[config.mk]
export PLATFORM = sky130hd
export DESIGN_NAME = rgba_to_ycbcr_alpha_blend
export DESIGN_NICKNAME = d
export VERILOG_FILES = /design/src/design/rtyab_pkg.sv /design/src/design/rtyab_csc.sv /design/src/design/rgba_to_ycbcr_alpha_blend.sv
export VERILOG_INCLUDE_DIRS = /design/src /design/src/design
export SDC_FILE = /design/constraint.sdc
export NUM_CORES = 2
export LEC_CHECK = 0
export BUFFER_PORTS_ARGS = -buffer_cell sky130_fd_sc_hd__buf_2
export CORE_MARGIN = 5
export CORE_UTILIZATION = 59
export DETAILED_ROUTE_END_ITERATION = 10
export PLACE_DENSITY = 0.77
export SLEW_MARGIN = 10
export SYNTH_ARGS = -nofsm -noshare
export SYNTH_HDL_FRONTEND = slang
export SYNTH_SLANG_ARGS = --single-unit
[constraint.sdc]
create_clock -name clk -period 4.69 [get_ports clk]
set_clock_uncertainty 0.05 [all_clocks]
set_input_delay 0 -clock clk [delete_from_list [all_inputs] [get_ports clk]]
set_output_delay 0 -clock clk [all_outputs]
set_load 0.1 [all_outputs]
[src/design/rgba_to_ycbcr_alpha_blend_assert.svh]
// Assertion macros used by the RTL.
`ifndef RGBA_TO_YCBCR_ALPHA_BLEND_ASSERT_SVH
`define RGBA_TO_YCBCR_ALPHA_BLEND_ASSERT_SVH

// Antecedent holds on a clock edge -> consequent holds on the same edge.
`define RTYAB_ASSERT_IMPL(lbl, clk, rst, ante, cons, msg) \
  lbl: assert property (@(posedge clk) disable iff (rst) (ante) |-> (cons)) \
    else $error(msg);

// Antecedent holds on a clock edge -> consequent holds on the next edge.
`define RTYAB_ASSERT_NEXT(lbl, clk, rst, ante, cons, msg) \
  lbl: assert property (@(posedge clk) disable iff (rst) (ante) |=> (cons)) \
    else $error(msg);

`endif

[src/design/rtyab_pkg.sv]
`default_nettype none

package rtyab_pkg;

  // BT.601 studio-range coefficients, value * 65536 rounded
  localparam logic [15:0] COEF_YR  = 16'd16843;
  localparam logic [15:0] COEF_YG  = 16'd33030;
  localparam logic [15:0] COEF_YB  = 16'd6423;
  localparam logic [15:0] COEF_CBR = 16'd9699;
  localparam logic [15:0] COEF_CBG = 16'd19071;
  localparam logic [15:0] COEF_CBB = 16'd28770;
  localparam logic [15:0] COEF_CRR = 16'd28770;
  localparam logic [15:0] COEF_CRG = 16'd24117;
  localparam logic [15:0] COEF_CRB = 16'd4653;
  localparam logic [23:0] OFS_Y    = 24'(16) << 16;
  localparam logic [23:0] OFS_C    = 24'(128) << 16;
  localparam logic [7:0]  FULL     = 8'd255;

  localparam int unsigned CSC_LATENCY = 2;
  localparam int unsigned LATENCY     = 4;

  typedef struct packed {
    logic [7:0] blue;
    logic [7:0] green;
    logic [7:0] red;
    logic [7:0] alpha;
    logic [7:0] luma_in;
    logic [7:0] cb_in;
    logic [7:0] cr_in;
    logic       chroma_site;
  } pixel_t;

  typedef struct packed {
    logic [7:0] luma_out;
    logic [7:0] cb_out;
    logic [7:0] cr_out;
    logic       luma_write;
    logic       chroma_write;
  } result_t;

  // converted overlay color with the beat's background fields alongside
  typedef struct packed {
    logic       valid;
    logic [7:0] y;
    logic [7:0] cb;
    logic [7:0] cr;
    logic [7:0] alpha;
    logic [7:0] luma_in;
    logic [7:0] cb_in;
    logic [7:0] cr_in;
    logic       chroma_site;
  } csc_t;

endpackage

`default_nettype wire

[src/design/rtyab_csc.sv]
`default_nettype none

// Two-stage RGB to YCbCr conversion: products, then sums.
module rtyab_csc import rtyab_pkg::*; (
  input  wire logic   clk,
  input  wire logic   rst,
  input  wire logic   valid,
  input  wire pixel_t pixel,
  output csc_t        ycc
);

  logic        v1;
  pixel_t      px1;
  logic [23:0] p_yr, p_yg, p_yb;
  logic [23:0] p_cbr, p_cbg, p_cbb;
  logic [23:0] p_crr, p_crg, p_crb;

  logic [23:0] y_sum, cb_sum, cr_sum;

  always_ff @(posedge clk) begin
    if (rst) begin
      v1 <= 1'b0;
    end else begin
      v1 <= valid;
    end
  end

  always_ff @(posedge clk) begin
    px1   <= pixel;
    p_yr  <= {8'd0, COEF_YR}  * {16'd0, pixel.red};
    p_yg  <= {8'd0, COEF_YG}  * {16'd0, pixel.green};
    p_yb  <= {8'd0, COEF_YB}  * {16'd0, pixel.blue};
    p_cbr <= {8'd0, COEF_CBR} * {16'd0, pixel.red};
    p_cbg <= {8'd0, COEF_CBG} * {16'd0, pixel.green};
    p_cbb <= {8'd0, COEF_CBB} * {16'd0, pixel.blue};
    p_crr <= {8'd0, COEF_CRR} * {16'd0, pixel.red};
    p_crg <= {8'd0, COEF_CRG} * {16'd0, pixel.green};
    p_crb <= {8'd0, COEF_CRB} * {16'd0, pixel.blue};
  end

  // true sums stay in 0..2^24-1, so modular subtraction is exact
  assign y_sum  = p_yr + p_yg + p_yb + OFS_Y;
  assign cb_sum = p_cbb + OFS_C - p_cbr - p_cbg;
  assign cr_sum = p_crr + OFS_C - p_crg - p_crb;

  always_ff @(posedge clk) begin
    if (rst) begin
      ycc.valid <= 1'b0;
    end else begin
      ycc.valid <= v1;
    end
    ycc.y           <= y_sum[23:16];
    ycc.cb          <= cb_sum[23:16];
    ycc.cr          <= cr_sum[23:16];
    ycc.alpha       <= px1.alpha;
    ycc.luma_in     <= px1.luma_in;
    ycc.cb_in       <= px1.cb_in;
    ycc.cr_in       <= px1.cr_in;
    ycc.chroma_site <= px1.chroma_site;
  end

endmodule

`default_nettype wire

[src/design/rgba_to_ycbcr_alpha_blend.sv]
// Throughput: one pixel per cycle; busy is always low, the four-stage
// pipeline (2 conversion stages, blend products, divide and add) never stalls.
// Reset: synchronous, clears the pipeline valid bits; no result follows
// a beat that was in flight when reset was applied.
`default_nettype none

module rgba_to_ycbcr_alpha_blend import rtyab_pkg::*; (
  input  wire logic   clk,
  input  wire logic   rst,
  input  wire logic   start,
  output logic        busy,
  input  wire pixel_t pixel,
  output logic        done,
  output result_t     result
);

  `include "rgba_to_ycbcr_alpha_blend_assert.svh"

  logic accept;
  csc_t ycc;

  // stage 3: blend products
  logic        v3;
  logic [15:0] fy, fcb, fcr;
  logic [15:0] by, bcb, bcr;
  logic [7:0]  bg_y, bg_cb, bg_cr;
  logic        a_nz, site3;

  logic [7:0]  inv_a;
  logic [7:0]  blend_y, blend_cb, blend_cr;

  // exact floor(x / 255) for x up to 255*255
  function automatic logic [7:0] div255(input logic [15:0] x);
    logic [15:0] t;
    t = x + (x >> 8) + 16'd1;
    return t[15:8];
  endfunction

  assign busy   = 1'b0;
  assign accept = start && !busy;

  rtyab_csc u_csc (
    .clk   (clk),
    .rst   (rst),
    .valid (accept),
    .pixel (pixel),
    .ycc   (ycc)
  );

  assign inv_a = FULL - ycc.alpha;

  always_ff @(posedge clk) begin
    if (rst) begin
      v3 <= 1'b0;
    end else begin
      v3 <= ycc.valid;
    end
  end

  always_ff @(posedge clk) begin
    fy    <= {8'd0, ycc.y}  * {8'd0, ycc.alpha};
    fcb   <= {8'd0, ycc.cb} * {8'd0, ycc.alpha};
    fcr   <= {8'd0, ycc.cr} * {8'd0, ycc.alpha};
    by    <= {8'd0, ycc.luma_in} * {8'd0, inv_a};
    bcb   <= {8'd0, ycc.cb_in}   * {8'd0, inv_a};
    bcr   <= {8'd0, ycc.cr_in}   * {8'd0, inv_a};
    bg_y  <= ycc.luma_in;
    bg_cb <= ycc.cb_in;
    bg_cr <= ycc.cr_in;
    a_nz  <= (ycc.alpha != 8'd0);
    site3 <= ycc.chroma_site;
  end

  // quotient sum never exceeds 255
  assign blend_y  = div255(fy)  + div255(by);
  assign blend_cb = div255(fcb) + div255(bcb);
  assign blend_cr = div255(fcr) + div255(bcr);

  always_ff @(posedge clk) begin
    if (rst) begin
      done <= 1'b0;
    end else begin
      done <= v3;
    end
  end

  always_ff @(posedge clk) begin
    result.luma_out     <= a_nz ? blend_y : bg_y;
    result.cb_out       <= (a_nz && site3) ? blend_cb : bg_cb;
    result.cr_out       <= (a_nz && site3) ? blend_cr : bg_cr;
    result.luma_write   <= a_nz;
    result.chroma_write <= a_nz && site3;
  end

  // hist_ok: rst was low in every cycle recorded in rst_hist
  logic [3:0] rst_hist;
  logic       hist_ok;

  always_ff @(posedge clk) begin
    rst_hist <= {rst_hist[2:0], rst};
  end

  assign hist_ok = !(|rst_hist);

  `RTYAB_ASSERT_IMPL(a_done_latency, clk, rst, hist_ok, done == $past(accept, 4), "done does not follow start by the pipeline latency")
  `RTYAB_ASSERT_IMPL(a_chroma_needs_luma, clk, rst, done && !result.luma_write, !result.chroma_write, "chroma write without luma write")
  `RTYAB_ASSERT_IMPL(a_alpha_zero_pass, clk, rst, hist_ok && done && !result.luma_write, result.luma_out == $past(pixel.luma_in, 4), "transparent pixel altered the background luma")
  `RTYAB_ASSERT_NEXT(a_no_stall, clk, rst, 1'b1, !busy, "busy raised")

endmodule

`default_nettype wire

==> impl_results.md <==
- Outcome: finished clean
- DR WL/cell: approximately 17 um
- Unique masters post-synth: a little under 80
- Worst EP required: ~5.2 ns
- Die W: 273 um
- Critical Path Sink Type: register
- Row count: 96
- TritonCTS clock tree: built
- Post-route DRC violation count: 0
- Root Buffer: clkbuf_16
- Clk Latency, worst-skew pair: slightly below 0.6 ns
- Die Height: 273 um
- 1st-iter DRT viols: approximately 1.3k
- Top FF cell, synth: dfxtp_1
- Global-route wire length before repair: 151 mm
- Cell taking the most area after synthesis: ha_1
- Synthesized area: between 40,000 and 50,000 um2
- Slew Limit Fails: 0
- Hold path start: pixel[7]
- Peak fanout along the critical path: 16
- Clock Path Buffers: 3
- # diodes: 0
- RSZ-0062 raised after global routing: no
- Max-Cap Viols: 0
- Worst-margin pin slew: around 0.74 ns
- Slew headroom: 50.5%
- Starting Density: 59.6%
- Via count: approximately 29k
- Antenna Nets Post-Route: 0
- RePlAce Congestion: between 0.9 and 1
- Fin. Hold Viols: 0
- Startpoint Class: register
- Ports: between 80 and 90
- Antenna violations before repair: 0
- R2R Path Start: u_csc.ycc[29]
- Core area: 68,700 um2
- Hold worst-path end: u_csc.px1[7]
- Post-synth EDFFs: 0
- R2R Path End: fcr[13]
- Clock transition time at the flip-flop clock pins of the worst setup and hold paths: around 0.060 ns
- Worst reg-to-reg setup slack: around 0.22 ns
- Global Route Usage Sum: 24.9%
- Syn Inst Count: 4,195
- Ranking of synthesized cells by area: ha_1 (24%), dfxtp_1 (21%), fa_1 (21%)
- Sequential share of the synthesized area: a little over a fifth
- Crit-path cells: buf_6 -> and2_1 -> fa_1 -> inv_1 -> fa_1 -> inv_1 -> fa_1 -> inv_1 -> fa_1 -> inv_1 -> ha_1 -> o21ai_1 -> nand2b_1 -> a31o_1 -> a41oi_1 -> nor2b_1 -> xnor2_1
- Max Clock Freq: ~0.22 GHz
- Worst Path Buf+Inv: 5
- Die area: approximately 75,000 um2
- Pin count of the biggest net entering global routing: 33
- Layout cells sized above 1: 6.13%
- H-tree levels: 2
- #FFs+latches synth: 432
- Avg Cell Area, Syn: roughly 9.8 um2
- Async SR Flop Fraction: 0%
- Port bufs: 86
- Via/cell ratio: approximately 5.3
- Tcrit/Tclk final: a little over nine tenths
- Nets: 5,680
- CP delay by family, top: adder cells
- Clock Sinks: 432
- HP Class: input pin to register
- Total iterations of the first detailed-routing run: 5
- Arr. time, crit path: a little under 5 ns
- Total routed wirelength: approximately 92 mm
- Final HPWL DP: about 73 mm
- Worst-case reg-to-reg path depth: 17
- Final Critical Period: 4.47 ns
- Grt total ovfl: 0
- Post-synth top area share: a little under a quarter
- Vias in the first global route: around 30k
- Critical-path top delay cell: fa_1
- Synth Warn #: 0
- Post-Syn Nets: ~5.5k
- P&R area growth vs syn: 10.8%
- Critical Path Max Stage Delay: 0.53 ns
- Setup violators final: 0
- Setup CP Type: register to register
- WHS Path Cells: 2
- CTS buffer count: 49
- Setup_tns: 0 ns
cells in the mapped netlist, drive strengths merged, types with 52 or more instances:
cell type	instances
inv	798
ha	780
dfxtp	432
fa	424
xnor2	217
nor2b	187
a21oi	166
and2	156
nand2	154
nor2	120
o21ai	94
xor2	72
nand2b	64
a21o	60
nand3	57
nor3	52
what timing repair did:
item                                   CTS  global route
hold buffers                            82             0
endpoints found under the hold margin   73             0
setup buffers                            0             2
setup endpoints to repair                0            18
resized for setup                        0             7
stage by stage:
stage / hold slack [ns] / cells / setup slack, ns / instance area (um2) / util, %
global route: 0.0124 / 5383 / 0.00178 / 45400 / 66.0
detailed placement: 0.0536 / 5212 / 0.0360 / 42800 / 62.3
finish: 0.0188 / 5383 / 0.221 / 45400 / 66.0
floorplan: -0.0223 / 4195 / 0.132 / 41000 / -
CTS: 0.000385 / 5381 / 0.0313 / 45300 / 66.0
global placement: 0.0524 / 5212 / 0.132 / 42800 / 62.3
kinds of logic after synthesis:
group,synth area share [%]
adders and majority gates,44.6
and+or+nand+nor,11.5
buffers and inverters,7.76
AOI/OAI and AO/OA,8.59
DFF,21.1
xor gates and xnor gates,6.24
muxes,0.244
other,0.00916
routing by layer:
| layer | share of wire [%] | up-vias | global-route usage, % |
|---|---|---|---|
| li1 | - | 14000 | - |
| met1 | 42 | 13900 | 31.0 |
| met2 | 49 | 631 | 43.7 |
| met3 | 3.9 | 205 | 2.69 |
| met4 | 5.3 | 0 | 11.4 |
| met5 | 0 | - | 0 |
cell type report:
type                            count  area (um2)
Clock buffer                       57        1300
Clock inverter                     30         422
Fill cell                        5412       23300
Inverter                          798        3000
Multi-Input combinational cell   2917       29100
Sequential cell                   432        8670
Tap cell                          931        1160
Timing Repair Buffer              218        1690
sequential cells by signal, indices dropped and copies added, names as in the netlist, 8 cells and up:
register	count
u_csc.px1	33
u_csc.ycc	58
u_csc.p_cbr	19
u_csc.p_cbb	21
by	16
bg_cr	8
bg_y	8
u_csc.p_cbg	21
u_csc.p_crb	19
u_csc.p_yb	21
bcr	16
fcb	16
u_csc.p_yr	23
fcr	16
u_csc.p_crg	22
u_csc.p_crr	21
bcb	16
bg_cb	8
result	26
u_csc.p_yg	23
fy	16
cell usage in the layout, fill, tap and decap left out, types with 9 or more instances in the layout:
cell / n
o21ai_0: 59
nand2b_1: 64
nor2b_1: 187
nand2_1: 154
buf_4: 44
ha_1: 780
a31oi_1: 13
fa_1: 423
clkbuf_16: 49
xnor2_1: 217
o31ai_1: 9
and3_1: 17
nand4_1: 19
dfxtp_1: 424
nand3_1: 57
a21o_1: 60
and2_1: 156
or2_2: 14
o21a_1: 34
a41oi_1: 11
nor3_1: 51
o21bai_1: 20
or3_1: 20
o211ai_1: 23
a211oi_1: 27
nor2_1: 119
o21ai_1: 35
a21oi_1: 161
inv_1: 797
bufinv_16: 9
dlygate4sd3_1: 82
xor2_1: 72
buf_2: 86
worst max path at each step:
stage	from	end	slack [ns]	cells after the start
4_1_cts	u_csc.ycc[29]	by[13]	0.03	17
3_5_place_dp	u_csc.ycc[29]	bcr[13]	0.04	17
5_1_grt	u_csc.ycc[29]	fcr[13]	0.002	17
2_1_floorplan	u_csc.ycc[32]	fcb[15]	0.13	17
6_report	u_csc.ycc[29]	fcr[13]	0.22	17
3_3_place_gp	u_csc.ycc[29]	by[13]	0.13	17
Power is not shown: default switching activity piles up to over one toggle a cycle in this logic, so the estimate is an artifact.
